[src/rtl/thm_pkg.sv]
`timescale 1ns / 1ps
package thm_pkg;

	localparam int OVERSAMPLE_DEF = 10;

	// divider widths: dividend covers num + den/2, divisor covers den
	localparam int DVD_W = 58;
	localparam int DEN_W = 42;

	localparam logic signed [17:0] T_MIN     = -18'sd69888;
	localparam logic signed [17:0] T_MAX     = 18'sd65535;
	localparam logic [57:0]        Q_SAT     = 58'd135423;
	localparam logic [31:0]        LN2_Q24   = 32'd11629080;
	localparam logic [31:0]        K298      = 32'd298;
	localparam logic [31:0]        K298X256  = 32'd76288;

	typedef enum logic [2:0] {
		REG_HEAT_ON  = 3'd0,
		REG_HEAT_OFF = 3'd1,
		REG_BETA     = 3'd2,
		REG_LOAD     = 3'd3,
		REG_NOMINAL  = 3'd4
	} reg_idx_t;

	typedef struct packed {
		logic [11:0] sample;
		logic        adc_error;
	} in_item_t;

	typedef struct packed {
		logic signed [17:0] temperature;
		logic               heater_on;
		logic               status;
	} out_item_t;

	typedef struct packed {
		logic            start;
		logic [DVD_W-1:0] dividend;
		logic [DEN_W-1:0] divisor;
	} div_req_t;

endpackage

[src/rtl/thm_div.sv]
`timescale 1ns / 1ps
module thm_div (
	input  logic                    clk,
	input  logic                    arst_n,
	input  thm_pkg::div_req_t       req,
	output logic                    done,
	output logic [thm_pkg::DVD_W-1:0] quotient
);
	import thm_pkg::*;

	localparam int CNT_W = $clog2(DVD_W);

	logic             busy_q;
	logic             done_q;
	logic [CNT_W-1:0] cnt_q;
	logic [DEN_W-1:0] rem_q;
	logic [DEN_W-1:0] den_q;
	logic [DVD_W-1:0] quo_q;
	logic [DEN_W:0]   sh;
	logic             fit;

	// restoring step: one quotient bit per cycle
	assign sh  = {rem_q, quo_q[DVD_W-1]};
	assign fit = sh >= {1'b0, den_q};

	// done rises the cycle after the last step, once the quotient holds every bit
	always_ff @(posedge clk or negedge arst_n) begin
		if (!arst_n) begin
			busy_q <= 1'b0;
			done_q <= 1'b0;
			cnt_q  <= '0;
		end else begin
			done_q <= busy_q && (cnt_q == '0);
			if (req.start) begin
				busy_q <= 1'b1;
				cnt_q  <= CNT_W'(DVD_W - 1);
			end else if (busy_q) begin
				cnt_q <= cnt_q - 1'b1;
				if (cnt_q == '0) begin
					busy_q <= 1'b0;
				end
			end
		end
	end

	always_ff @(posedge clk) begin
		if (req.start) begin
			rem_q <= '0;
			den_q <= req.divisor;
			quo_q <= req.dividend;
		end else if (busy_q) begin
			rem_q <= fit ? DEN_W'(sh - {1'b0, den_q}) : sh[DEN_W-1:0];
			quo_q <= {quo_q[DVD_W-2:0], fit};
		end
	end

	assign done     = done_q;
	assign quotient = quo_q;

endmodule

[src/rtl/thermistor_heater_thermostat.sv]
`timescale 1ns / 1ps
// NTC thermistor thermometer with hysteresis heater control. Each accepted
// item is one ADC sample; OVERSAMPLE samples form a group, and a finished
// group yields one result item (temperature in 1/256 degC, heater state,
// status 0). A sample flagged adc_error drops the partial group and yields
// a result item with status 1 and the heater unchanged. A finished group
// runs in order through one shared 32x32 multiplier and one bit-serial
// divider: the mean (a reciprocal multiply that starts on the accepting
// edge), four log2 evaluations of a normalize loop and a squaring loop
// each, the multiply and sequencing steps, the final divide and the hand-off
// of the item. A zero mean goes straight to the hand-off; a denominator that
// is not positive skips the numerator multiply and the divide. Input is not
// taken while a group is being converted, nor while a result item waits and
// out_ready is low. Configuration is a plain write port, one register per
// cycle; write it only while no group is being converted.
module thermistor_heater_thermostat #(
	parameter int OVERSAMPLE = thm_pkg::OVERSAMPLE_DEF
) (
	input  logic               clk,
	input  logic               arst_n,
	input  logic               in_valid,
	output logic               in_ready,
	input  thm_pkg::in_item_t  in_item,
	output logic               out_valid,
	input  logic               out_ready,
	output thm_pkg::out_item_t out_item,
	input  logic               cfg_we,
	input  logic [2:0]         cfg_index,
	input  logic [19:0]        cfg_data
);
	import thm_pkg::*;

	// mean by reciprocal multiply: exact for any 16-bit sum and group size up to 16
	localparam int          MEAN_SH  = 21;
	localparam logic [31:0] MEAN_RCP = 32'(((64'd1 << MEAN_SH) + 64'(OVERSAMPLE) - 64'd1)
		/ 64'(OVERSAMPLE));

	typedef enum logic [12:0] {
		ST_IDLE = 13'b0000000000001,
		ST_MEAN = 13'b0000000000010,
		ST_DIV  = 13'b0000000000100,
		ST_NORM = 13'b0000000001000,
		ST_SQM  = 13'b0000000010000,
		ST_SQU  = 13'b0000000100000,
		ST_LNM  = 13'b0000001000000,
		ST_LNR  = 13'b0000010000000,
		ST_DENM = 13'b0000100000000,
		ST_DEN  = 13'b0001000000000,
		ST_NUMM = 13'b0010000000000,
		ST_NUM  = 13'b0100000000000,
		ST_DONE = 13'b1000000000000
	} state_t;

	// configuration registers
	logic signed [17:0] heat_on_q, heat_off_q;
	logic [15:0]        beta_q;
	logic [19:0]        load_q, nom_q;

	always_ff @(posedge clk or negedge arst_n) begin
		if (!arst_n) begin
			heat_on_q  <= 18'sd7680;
			heat_off_q <= 18'sd10240;
			beta_q     <= 16'd3950;
			load_q     <= 20'd22160;
			nom_q      <= 20'd100000;
		end else if (cfg_we) begin
			case (cfg_index)
				REG_HEAT_ON:  heat_on_q  <= cfg_data[17:0];
				REG_HEAT_OFF: heat_off_q <= cfg_data[17:0];
				REG_BETA:     beta_q     <= cfg_data[15:0];
				REG_LOAD:     load_q     <= cfg_data;
				REG_NOMINAL:  nom_q      <= cfg_data;
				default:      ;
			endcase
		end
	end

	// zero beta, load and nominal registers act as one
	logic [15:0] beta_eff;
	logic [19:0] load_eff, nom_eff;
	assign beta_eff = (beta_q == '0) ? 16'd1 : beta_q;
	assign load_eff = (load_q == '0) ? 20'd1 : load_q;
	assign nom_eff  = (nom_q == '0) ? 20'd1 : nom_q;

	state_t             state_q;
	logic [15:0]        sum_q;
	logic [3:0]         count_q;
	logic               heater_q;
	logic [15:0]        m_q;
	logic [1:0]         idx_q;
	logic [31:0]        x_q;
	logic [4:0]         k_q;
	logic [23:0]        frac_q;
	logic [4:0]         sq_cnt_q;
	logic signed [31:0] lg_q;
	logic [31:0]        lnmag_q;
	logic [DEN_W-1:0]   den_q;
	logic signed [17:0] t_q;
	logic [63:0]        prod_q;
	logic               out_valid_q;
	out_item_t          out_q;

	logic               accept, slot_free, last_sample;
	logic [15:0]        sum_new;
	logic [15:0]        m_mean;
	div_req_t           div_req;
	logic               div_done;
	logic [DVD_W-1:0]   quot;

	assign slot_free   = !out_valid_q || out_ready;
	assign in_ready    = (state_q == ST_IDLE) && slot_free;
	assign accept      = in_valid && in_ready;
	assign sum_new     = sum_q + 16'(in_item.sample);
	assign last_sample = count_q == 4'(OVERSAMPLE - 1);
	assign m_mean      = prod_q[MEAN_SH+15:MEAN_SH];

	// log2 operand: nominal, 4096-m, load, m
	logic [31:0] n4096, lg_opnd;
	always_comb begin
		n4096 = 32'd4096 - 32'(m_q);
		case (idx_q)
			2'd0:    lg_opnd = 32'(nom_eff);
			2'd1:    lg_opnd = (n4096 == '0) ? 32'd1 : n4096;
			2'd2:    lg_opnd = 32'(load_eff);
			default: lg_opnd = 32'(m_q);
		endcase
	end

	// shared multiplier
	logic [31:0] mul_a, mul_b;
	logic        lg_neg;
	logic [31:0] lg_mag;
	assign lg_neg = lg_q < 0;
	assign lg_mag = lg_neg ? 32'(-lg_q) : 32'(lg_q);

	always_comb begin
		case (state_q)
			ST_IDLE: begin mul_a = 32'(sum_new);    mul_b = MEAN_RCP; end
			ST_LNM:  begin mul_a = lg_mag;          mul_b = LN2_Q24;  end
			ST_DENM: begin mul_a = lnmag_q;         mul_b = K298;     end
			ST_NUMM: begin mul_a = 32'(beta_eff);   mul_b = K298X256; end
			default: begin mul_a = x_q;             mul_b = x_q;      end
		endcase
	end

	always_ff @(posedge clk) begin
		prod_q <= 64'(mul_a) * 64'(mul_b);
	end

	// squaring step result
	logic [32:0] sq_y;
	logic [23:0] frac_new;
	logic [28:0] lg_val;
	assign sq_y     = prod_q[63:31];
	assign frac_new = {frac_q[22:0], sq_y[32]};
	assign lg_val   = {k_q, frac_new};

	// denominator beta*2^24 - 298*ln
	logic signed [44:0] den_base, den_p, den_full;
	assign den_base = 45'(signed'({1'b0, beta_eff, 24'd0}));
	assign den_p    = 45'(signed'({1'b0, prod_q[43:0]}));
	assign den_full = lg_neg ? den_base + den_p : den_base - den_p;

	// hysteresis decision on the finished temperature
	logic heater_next;
	assign heater_next = (t_q < heat_on_q) ? 1'b1 :
		(t_q > heat_off_q) ? 1'b0 : heater_q;

	always_comb begin
		div_req = '0;
		if (state_q == ST_NUM) begin
			div_req.start    = 1'b1;
			div_req.dividend = {prod_q[33:0], 24'd0} + DVD_W'(den_q >> 1);
			div_req.divisor  = den_q;
		end
	end

	thm_div u_div (
		.clk      (clk),
		.arst_n   (arst_n),
		.req      (div_req),
		.done     (div_done),
		.quotient (quot)
	);

	// sequencer
	always_ff @(posedge clk or negedge arst_n) begin
		if (!arst_n) begin
			state_q     <= ST_IDLE;
			sum_q       <= '0;
			count_q     <= '0;
			heater_q    <= 1'b0;
			idx_q       <= '0;
			sq_cnt_q    <= '0;
			out_valid_q <= 1'b0;
		end else begin
			if (out_ready) begin
				out_valid_q <= 1'b0;
			end
			case (state_q)
				ST_IDLE: begin
					if (accept) begin
						if (in_item.adc_error) begin
							// drop the partial group, report the error
							sum_q       <= '0;
							count_q     <= '0;
							out_valid_q <= 1'b1;
						end else if (last_sample) begin
							sum_q   <= '0;
							count_q <= '0;
							state_q <= ST_MEAN;
						end else begin
							sum_q   <= sum_new;
							count_q <= count_q + 1'b1;
						end
					end
				end
				ST_MEAN: begin
					if (m_mean == '0) begin
						state_q <= ST_DONE;
					end else begin
						idx_q   <= '0;
						state_q <= ST_NORM;
					end
				end
				ST_DIV: begin
					if (div_done) begin
						state_q <= ST_DONE;
					end
				end
				ST_NORM: begin
					if (x_q[31]) begin
						sq_cnt_q <= '0;
						state_q  <= ST_SQM;
					end
				end
				ST_SQM: state_q <= ST_SQU;
				ST_SQU: begin
					sq_cnt_q <= sq_cnt_q + 1'b1;
					if (sq_cnt_q == 5'd23) begin
						idx_q   <= idx_q + 1'b1;
						state_q <= (idx_q == 2'd3) ? ST_LNM : ST_NORM;
					end else begin
						state_q <= ST_SQM;
					end
				end
				ST_LNM:  state_q <= ST_LNR;
				ST_LNR:  state_q <= ST_DENM;
				ST_DENM: state_q <= ST_DEN;
				ST_DEN: begin
					state_q <= (den_full <= 0) ? ST_DONE : ST_NUMM;
				end
				ST_NUMM: state_q <= ST_NUM;
				ST_NUM:  state_q <= ST_DIV;
				ST_DONE: begin
					if (slot_free) begin
						heater_q    <= heater_next;
						out_valid_q <= 1'b1;
						state_q     <= ST_IDLE;
					end
				end
				default: state_q <= ST_IDLE;
			endcase
		end
	end

	// datapath registers
	always_ff @(posedge clk) begin
		case (state_q)
			ST_IDLE: begin
				if (accept && in_item.adc_error) begin
					out_q.temperature <= '0;
					out_q.heater_on   <= heater_q;
					out_q.status      <= 1'b1;
				end
			end
			ST_MEAN: begin
				m_q  <= m_mean;
				t_q  <= T_MIN;
				lg_q <= '0;
				x_q  <= 32'(nom_eff);
				k_q  <= 5'd31;
			end
			ST_DIV: begin
				if (div_done) begin
					t_q <= (quot > Q_SAT) ? T_MAX : 18'(quot[17:0] + T_MIN);
				end
			end
			ST_NORM: begin
				if (!x_q[31]) begin
					x_q <= {x_q[30:0], 1'b0};
					k_q <= k_q - 1'b1;
				end
			end
			ST_SQU: begin
				frac_q <= frac_new;
				if (sq_cnt_q == 5'd23) begin
					// first two operands add, last two subtract
					lg_q <= idx_q[1] ? lg_q - 32'(lg_val) : lg_q + 32'(lg_val);
					// load the next log operand
					x_q <= (idx_q == 2'd0) ? ((n4096 == '0) ? 32'd1 : n4096) :
						(idx_q == 2'd1) ? 32'(load_eff) : 32'(m_q);
					k_q <= 5'd31;
				end else begin
					x_q <= sq_y[32] ? sq_y[32:1] : sq_y[31:0];
				end
			end
			ST_LNR: lnmag_q <= 32'((prod_q + 64'h0080_0000) >> 24);
			ST_DEN: begin
				den_q <= den_full[DEN_W-1:0];
				t_q   <= (den_full == 0) ? T_MAX : T_MIN;
			end
			ST_DONE: begin
				if (slot_free) begin
					out_q.temperature <= t_q;
					out_q.heater_on   <= heater_next;
					out_q.status      <= 1'b0;
				end
			end
			default: ;
		endcase
		if (state_q == ST_SQM) begin
			frac_q <= (sq_cnt_q == '0) ? '0 : frac_q;
		end
	end

	assign out_valid = out_valid_q;
	assign out_item  = out_q;

	// lg_opnd mirrors the operand loaded into the log unit
	logic opnd_ok;
	assign opnd_ok = lg_opnd != '0;

	property p_div_in_div;
		@(posedge clk) disable iff (!arst_n) div_done |-> state_q == ST_DIV;
	endproperty
	assert property (p_div_in_div) else $error("divider finished outside divide state");

	property p_count_range;
		@(posedge clk) disable iff (!arst_n) count_q <= 4'(OVERSAMPLE - 1);
	endproperty
	assert property (p_count_range) else $error("sample count beyond group size");

	property p_done_emits;
		@(posedge clk) disable iff (!arst_n)
			(state_q == ST_DONE && slot_free) |=> (out_valid_q && state_q == ST_IDLE);
	endproperty
	assert property (p_done_emits) else $error("finished group did not produce an item");

	property p_norm_operand;
		@(posedge clk) disable iff (!arst_n) state_q == ST_NORM |-> opnd_ok;
	endproperty
	assert property (p_norm_operand) else $error("log operand is zero");

endmodule
[config.mk]
export PLATFORM = sky130hd
export DESIGN_NAME = thermistor_heater_thermostat
export DESIGN_NICKNAME = d
export VERILOG_FILES = /design/src/rtl/thm_pkg.sv /design/src/rtl/thm_div.sv /design/src/rtl/thermistor_heater_thermostat.sv
export SDC_FILE = /design/constraint.sdc
export NUM_CORES = 2
export LEC_CHECK = 0
export BUFFER_PORTS_ARGS = -buffer_cell sky130_fd_sc_hd__buf_2
export CELL_PAD_IN_SITES_DETAIL_PLACEMENT = 0
export CELL_PAD_IN_SITES_GLOBAL_PLACEMENT = 1
export CORE_ASPECT_RATIO = 0.75
export CORE_MARGIN = 2
export CORE_UTILIZATION = 52
export DETAILED_ROUTE_END_ITERATION = 8
export GPL_TIMING_DRIVEN = 0
export PLACE_DENSITY = 0.92
export SLEW_MARGIN = 5
export SYNTH_ARGS = -nofsm -noshare
export SYNTH_HDL_FRONTEND = slang
export SYNTH_SLANG_ARGS = --single-unit
[constraint.sdc]
create_clock -name clk -period 11.1 [get_ports clk]
set_input_delay 0.555 -clock clk [delete_from_list [all_inputs] [get_ports clk]]
set_output_delay 0.555 -clock clk [all_outputs]
set_load 0.03 [all_outputs]
* Word-level counts from Yosys, hierarchy flattened
Index checks and enable logic that the tools add are counted.
** Cells by class
- $add $sub $neg :: 16
- Multiply operators :: 1
- Div/mod/pow operators :: 0
- $lt $le $gt $ge :: 6
- Eq/ne operators :: 32
- Shift-type cells :: 0
- Mux-type cells :: 66
- Bitwise logic cells :: 0
- Reduce and logical (&&, ||, !) cells :: 39
** Operators by type and width (count)
- two-way mux 32 bit :: 8
- case mux 32 bit (4 select lines) :: 2
- case mux 13 bit (13 select lines) :: 1
- two-way mux 58 bit :: 2
- two-way mux 13 bit :: 8
- two-way mux 101 bit :: 1
- two-way mux 20 bit :: 5
- case mux 32 bit (3 select lines) :: 1
- two-way mux 23 bit :: 3
- multiplier 32 x 32 -> 64 bit :: 1
- case mux 32 bit (2 select lines) :: 1
- adder 58 x 41 -> 58 bit :: 1
- greater-than comparator 58 x 18 -> 1 bit (second input constant) :: 1
- adder 56 x 24 -> 56 bit (second input constant) :: 1
- two-way mux 18 bit :: 3
- case mux 18 bit (3 select lines) :: 1
- two-way mux 16 bit :: 3
- adder 40 x 44 -> 45 bit :: 1
- less-or-equal comparator 45 x 1 -> 1 bit (second input constant) :: 1
- zero test 45 bit :: 1
- two-way mux 45 bit :: 1
- subtractor 40 x 44 -> 45 bit :: 1
- greater-or-equal comparator 43 x 42 -> 1 bit :: 1
- two-way mux 42 bit :: 1
- 63 further kinds :: 110
** Storage, ports and cells
- Flip-flop bits (word level) :: 568
- Latch bits :: 0
- Bits in writable memories :: 0
- ROM bits :: 0
- Word-level logic and storage cells :: 191
- Memories kept :: 0

* Depth between registers and ports, before layout
- Word-level depth :: 7
- Gate-level depth with buffers :: 44
- Mapped depth without buffers :: 42

* Hierarchy
From an unflattened synthesis, not the netlist that was laid out.
** Second synthesis, totals
- Cells, all modules :: 7371
- Area, all modules :: 67369.6 um^2
** Modules (own cells, without submodules)
- thermistor_heater_thermostat :: times used 1, cells an instance 6555, area an instance 58811.4 um^2, seq. area each 11275.8 um^2
- thm_div :: times used 1, cells an instance 816, area an instance 8558.2 um^2, seq. area each 4043.9 um^2

* Least setup slack after synthesis
Ideal clock, no wire load.
- Path kind :: reg-to-reg
- From :: register lg_q[11]
- To :: register prod_q[61]
- Setup time :: 0.072 ns
- Data arrival time :: 10.096 ns
- Setup slack :: 0.932 ns
- Cell stages (with the launch flop) :: 36
- Path buffers :: 1
- Period minus slack after synthesis :: 10.168 ns
- Cell sequence :: edfxtp_1 -> or4_4 -> or3_1 -> or3_4 -> or3_1 -> or3_4 -> o41ai_1 -> xor2_1 -> o21ai_0 -> clkbuf_1 -> nand2_1 -> fa_1 -> inv_1 -> fa_1 -> fa_1 -> inv_1 -> fa_1 -> inv_1 -> fa_1 -> fa_1 -> fa_1 -> inv_1 -> fa_1 -> inv_1 -> ha_1 -> a21o_1 -> a21o_1 -> a31oi_1 -> o21ai_0 -> a211o_1 -> nor3_1 -> o31ai_1 -> nor2b_1 -> a221o_1 -> a211oi_1 -> xnor2_1
** On the way
- Longest elaborated chain between the ends :: 4
- Elaborated cells on any way between the ends :: 5
- Those cells by class :: add/sub (1); mul (1); order compare (1); mux (2)
** Ends and longest elaborated chain
- from (decl) :: RTL line thermistor_heater_thermostat.sv:95 : logic signed [31:0] lg_q;
- from (signal assigned) :: RTL line thermistor_heater_thermostat.sv:299 : lg_q <= idx_q[1] ? lg_q - 32'(lg_val) : lg_q + 32'(lg_val);
- negation 32 bit / less-than comparator 32 x 1 -> 1 bit (equally long branches) :: RTL line thermistor_heater_thermostat.sv:134, thermistor_heater_thermostat.sv:133
- two-way mux 32 bit * :: RTL line thermistor_heater_thermostat.sv:134 : assign lg_mag = lg_neg ? 32'(-lg_q) : 32'(lg_q);
- case mux 32 bit (4 select lines) * :: RTL line thermistor_heater_thermostat.sv:137 : case (state_q)
- multiplier 32 x 32 -> 64 bit * :: RTL line thermistor_heater_thermostat.sv:147 : prod_q <= 64'(mul_a) * 64'(mul_b);
- to (signal assigned) :: RTL line thermistor_heater_thermostat.sv:147
- to (decl) :: RTL line thermistor_heater_thermostat.sv:99 : logic [63:0] prod_q;
Mark *: on every way between the ends. The rest lies on a longest branch, timed or not.
A chain may end at the register's enable or synchronous reset.

* Worst setup path in the final report
Ends and elaborated chain as after synthesis.

==> impl_metrics.csv <==
group,metric,value,unit
global_routing,grt_max_degree,82,
floorplan,chipHeight,314,um
setup_path,critPathMaxStageDelay,610,ps
synth,yosysSeqAreaShare,0.230,
synth,synth_edf_count,320,
synth,synth.top_cells.by_area,"fa_1 27%, edfxtp_1 14%, ha_1 8.7%",
cts,htreeDepth,2,
routing,post_drt_wl_per_cell,30.6,um
synth,synth_area_leader_cell,"fa_1",
final_layout,syn2layout_area_growth,9.67,%
sta,slew_violations,0,
routing,drc,0,
sta,fin_crit,10970,ps
cts,cts_max_path_buffers,3,
cts,cts_made_buffers,52,
routing,ant_nets,0,
synth,async_flop_share,0.250,
min_path,holdPathStages,2,
flow_run,maxCapViolCount,0,
routing,drt_iter0_drc,8391,
cts,cts.clk_slew.worst_paths,70,ps
final_layout,stdcell_count,9252,
sta,maxSlewHeadroom,0.0471,
cts,cts_tree,"yes",
global_routing,grt_pass1_wl,402000,um
setup_path,path_class,"reg2reg",
synth,synth-main-ff-cell,"edfxtp_1",
final_layout,fin_nets,8927,
synth,synth_common_cells,"1279 x inv_1, 938 x nand2_1, 901 x fa_1, 523 x nor2_1, 464 x ha_1",
placement,gp_congestion,1.07,
global_routing,grt_pass1_vias,55500,
cts,clock_sinks,568,
setup_path,critPathMaxFanout,7,
routing,via_count,57300,
synth,netlist_instances,7355,
sta,hold_violations,0,
synth,synth_top_area_share,0.270,
floorplan,rows,113,
sta,clock.fmax,91.2,MHz
placement,portBuffers,62,
sta,skew,81.6,ps
sta,worst_slew_pin_slew,1430,ps
setup_path,required,11680,ps
cts,clkLatencyLatePin,660,ps
setup_path,r2r_cells,36,
synth,synth_warnings,0,
routing,firstDrtPassIters,7,
synth,synthesis.nets,8761,
min_path,min_path_type,"in2reg",
floorplan,core_area,0.127,mm^2
sta,timing.final.crit_share,0.988,
setup_path,cp_common_cell,"fa_1",
synth,synth.cell_area,0.0667,mm^2
floorplan,initial_utilization,0.525,
synth,ys_types,93,
sta,rsz0062_at_grt,"yes",
sta,setup_viol,0,
placement,dp_hpwl,229000,um
setup_path,start_kind,"flop",
routing,drt_wl_total,283000,um
sta,tns,0,ps
sta,fin_hold_ws,194,ps
status,outcome,"finished, final reports clean",
global_routing,grt-ovfl-total,0,
floorplan,dieArea,0.131,mm^2
routing,vias_per_cell,6.19,
final_layout,drive_above_1_share,0.0866,
floorplan,ios,63,
floorplan,die_x,418,um
final_layout,post-route-util,0.576,
cts,clockRootBuffer,"clkbuf_16",
global_routing,antenna_found_initial,34,
synth,syn_avg_cell_area,9.07,um^2
setup_path,arrival,11540,ps
synth,yosys_register_bits,568,
setup_path,crit_path_end_kind,"flop",
synth,post-synth-top-count-cell,"inv_1",
placement,post-place-cells,9111,
global_routing,grt_use_total,0.431,
setup_path,slowest_stage,"fa_2",
[worst paths after layout]
check / from / end / slack, ps
worst max-delay path: lg_q[11] / prod_q[61] / 130
worst min-delay path: cfg_data[19] / load_q[19] / 190
worst max register to register: lg_q[11] / prod_q[61] / 130
worst min register to register: u_div.rem_q[14] / u_div.rem_q[14] / 490
max in group asynchronous: arst_n / u_div.busy_q / 9730
min in group asynchronous: arst_n / heat_on_q[4] / 450
[per-stage QoR]
stage / setup WS [ps] / instance area (um^2)
6_report: 135 / 73100
4_1_cts: -2.83 / 72400
3_3_place_gp: -6630 / 69100
3_5_place_dp: -4060 / 69500
2_1_floorplan: 932 / 66700
5_1_grt: -146 / 73100
[final cells by class]
type                       instances  area [um^2]
fill                           11500        53800
multi-input combinational       5153        46300
sequential                       568        15300
inverter                        1281         4820
tap                             1667         2090
buffer                           330         1730
clock buffer                      61         1380
timing repair buffer             135         1110
clock inverter                    36          377
antenna                           21         52.6
[flip-flops by register name, indices dropped and copies added (netlist names), 2 cells and up]
register        count
sum_q              16
heat_off_q         18
count_q             4
x_q                32
lg_q               32
k_q                 5
t_q                18
m_q                16
frac_q             23
sq_cnt_q            5
out_item           20
nom_q              20
beta_q             16
den_q              42
load_q             20
state_q            13
u_div.cnt_q         6
lnmag_q            32
u_div.den_q        42
u_div.rem_q        42
prod_q             64
u_div.quotient     58
heat_on_q          18
idx_q               2
[repair_timing]
| item | in CTS | in global routing |
|---|---|---|
| pin swaps | 13 | 31 |
| setup endpoints to repair | 48 | 21 |
| hold endpoints to repair | 49 | 0 |
| hold buffers | 1 | 0 |
| resized for setup | 302 | 121 |
| setup buffers | 24 | 20 |
[cells by family after synthesis]
| logic type | count (synthesis) | share of synthesized area |
|---|---|---|
| and+or+nand+nor | 2230 | 0.154 |
| xor gates and xnor gates | 319 | 0.0419 |
| DFF | 568 | 0.230 |
| adders and majority gates | 1365 | 0.358 |
| AOI/OAI and AO/OA | 1135 | 0.106 |
| muxes | 104 | 0.0171 |
| buffers and inverters | 1634 | 0.0936 |
[layout by cell type, fill, tap and decap left out, drive strengths merged, types with 25 or more instances in the layout]
cell type / Yosys / routed
a31oi: 45 / 45
xnor2: 196 / 196
and3: 150 / 150
dfrtp: 114 / 114
nor2: 523 / 523
nand4: 51 / 51
nor3: 80 / 80
nand2b: 51 / 51
nand3: 79 / 79
a211oi: 28 / 28
mux2i: 25 / 25
nor4: 55 / 55
or3: 27 / 27
o21a: 29 / 29
nor2b: 66 / 66
a21o: 118 / 118
fa: 901 / 901
xor2: 123 / 123
buf: 33 / 175
o211ai: 26 / 26
and2: 126 / 126
mux2: 79 / 79
nand2: 939 / 939
dfxtp: 106 / 106
ha: 464 / 464
edfxtp: 320 / 320
clkbuf: 320 / 348
o21ai: 338 / 338
a21oi: 317 / 317
inv: 1279 / 1287
dfstp: 28 / 28
o31ai: 26 / 26
[routing by layer]
layer / routed length [um] / share of wire / global-route usage / vias to the layer above
li1: - / - / - / 24100
met1: 120000 / 0.42 / 0.651 / 28700
met2: 109000 / 0.38 / 0.572 / 3792
met3: 42500 / 0.15 / 0.144 / 656
met4: 12000 / 0.042 / 0.148 / 16
met5: 116 / 0.00041 / 0 / -
[worst max-delay path, delay by kind of cell (launching register included)]
family,cells,cell delay [ps]
AOI/OAI and AO/OA,8,2130
xor gates and xnor gates,2,260
adders and majority gates,9,4400
buffers and inverters,7,630
DFF,1,410
and+or+nand+nor,10,3000
Power is not shown: default switching activity piles up to over one toggle a cycle in this logic, so the estimate is an artifact.
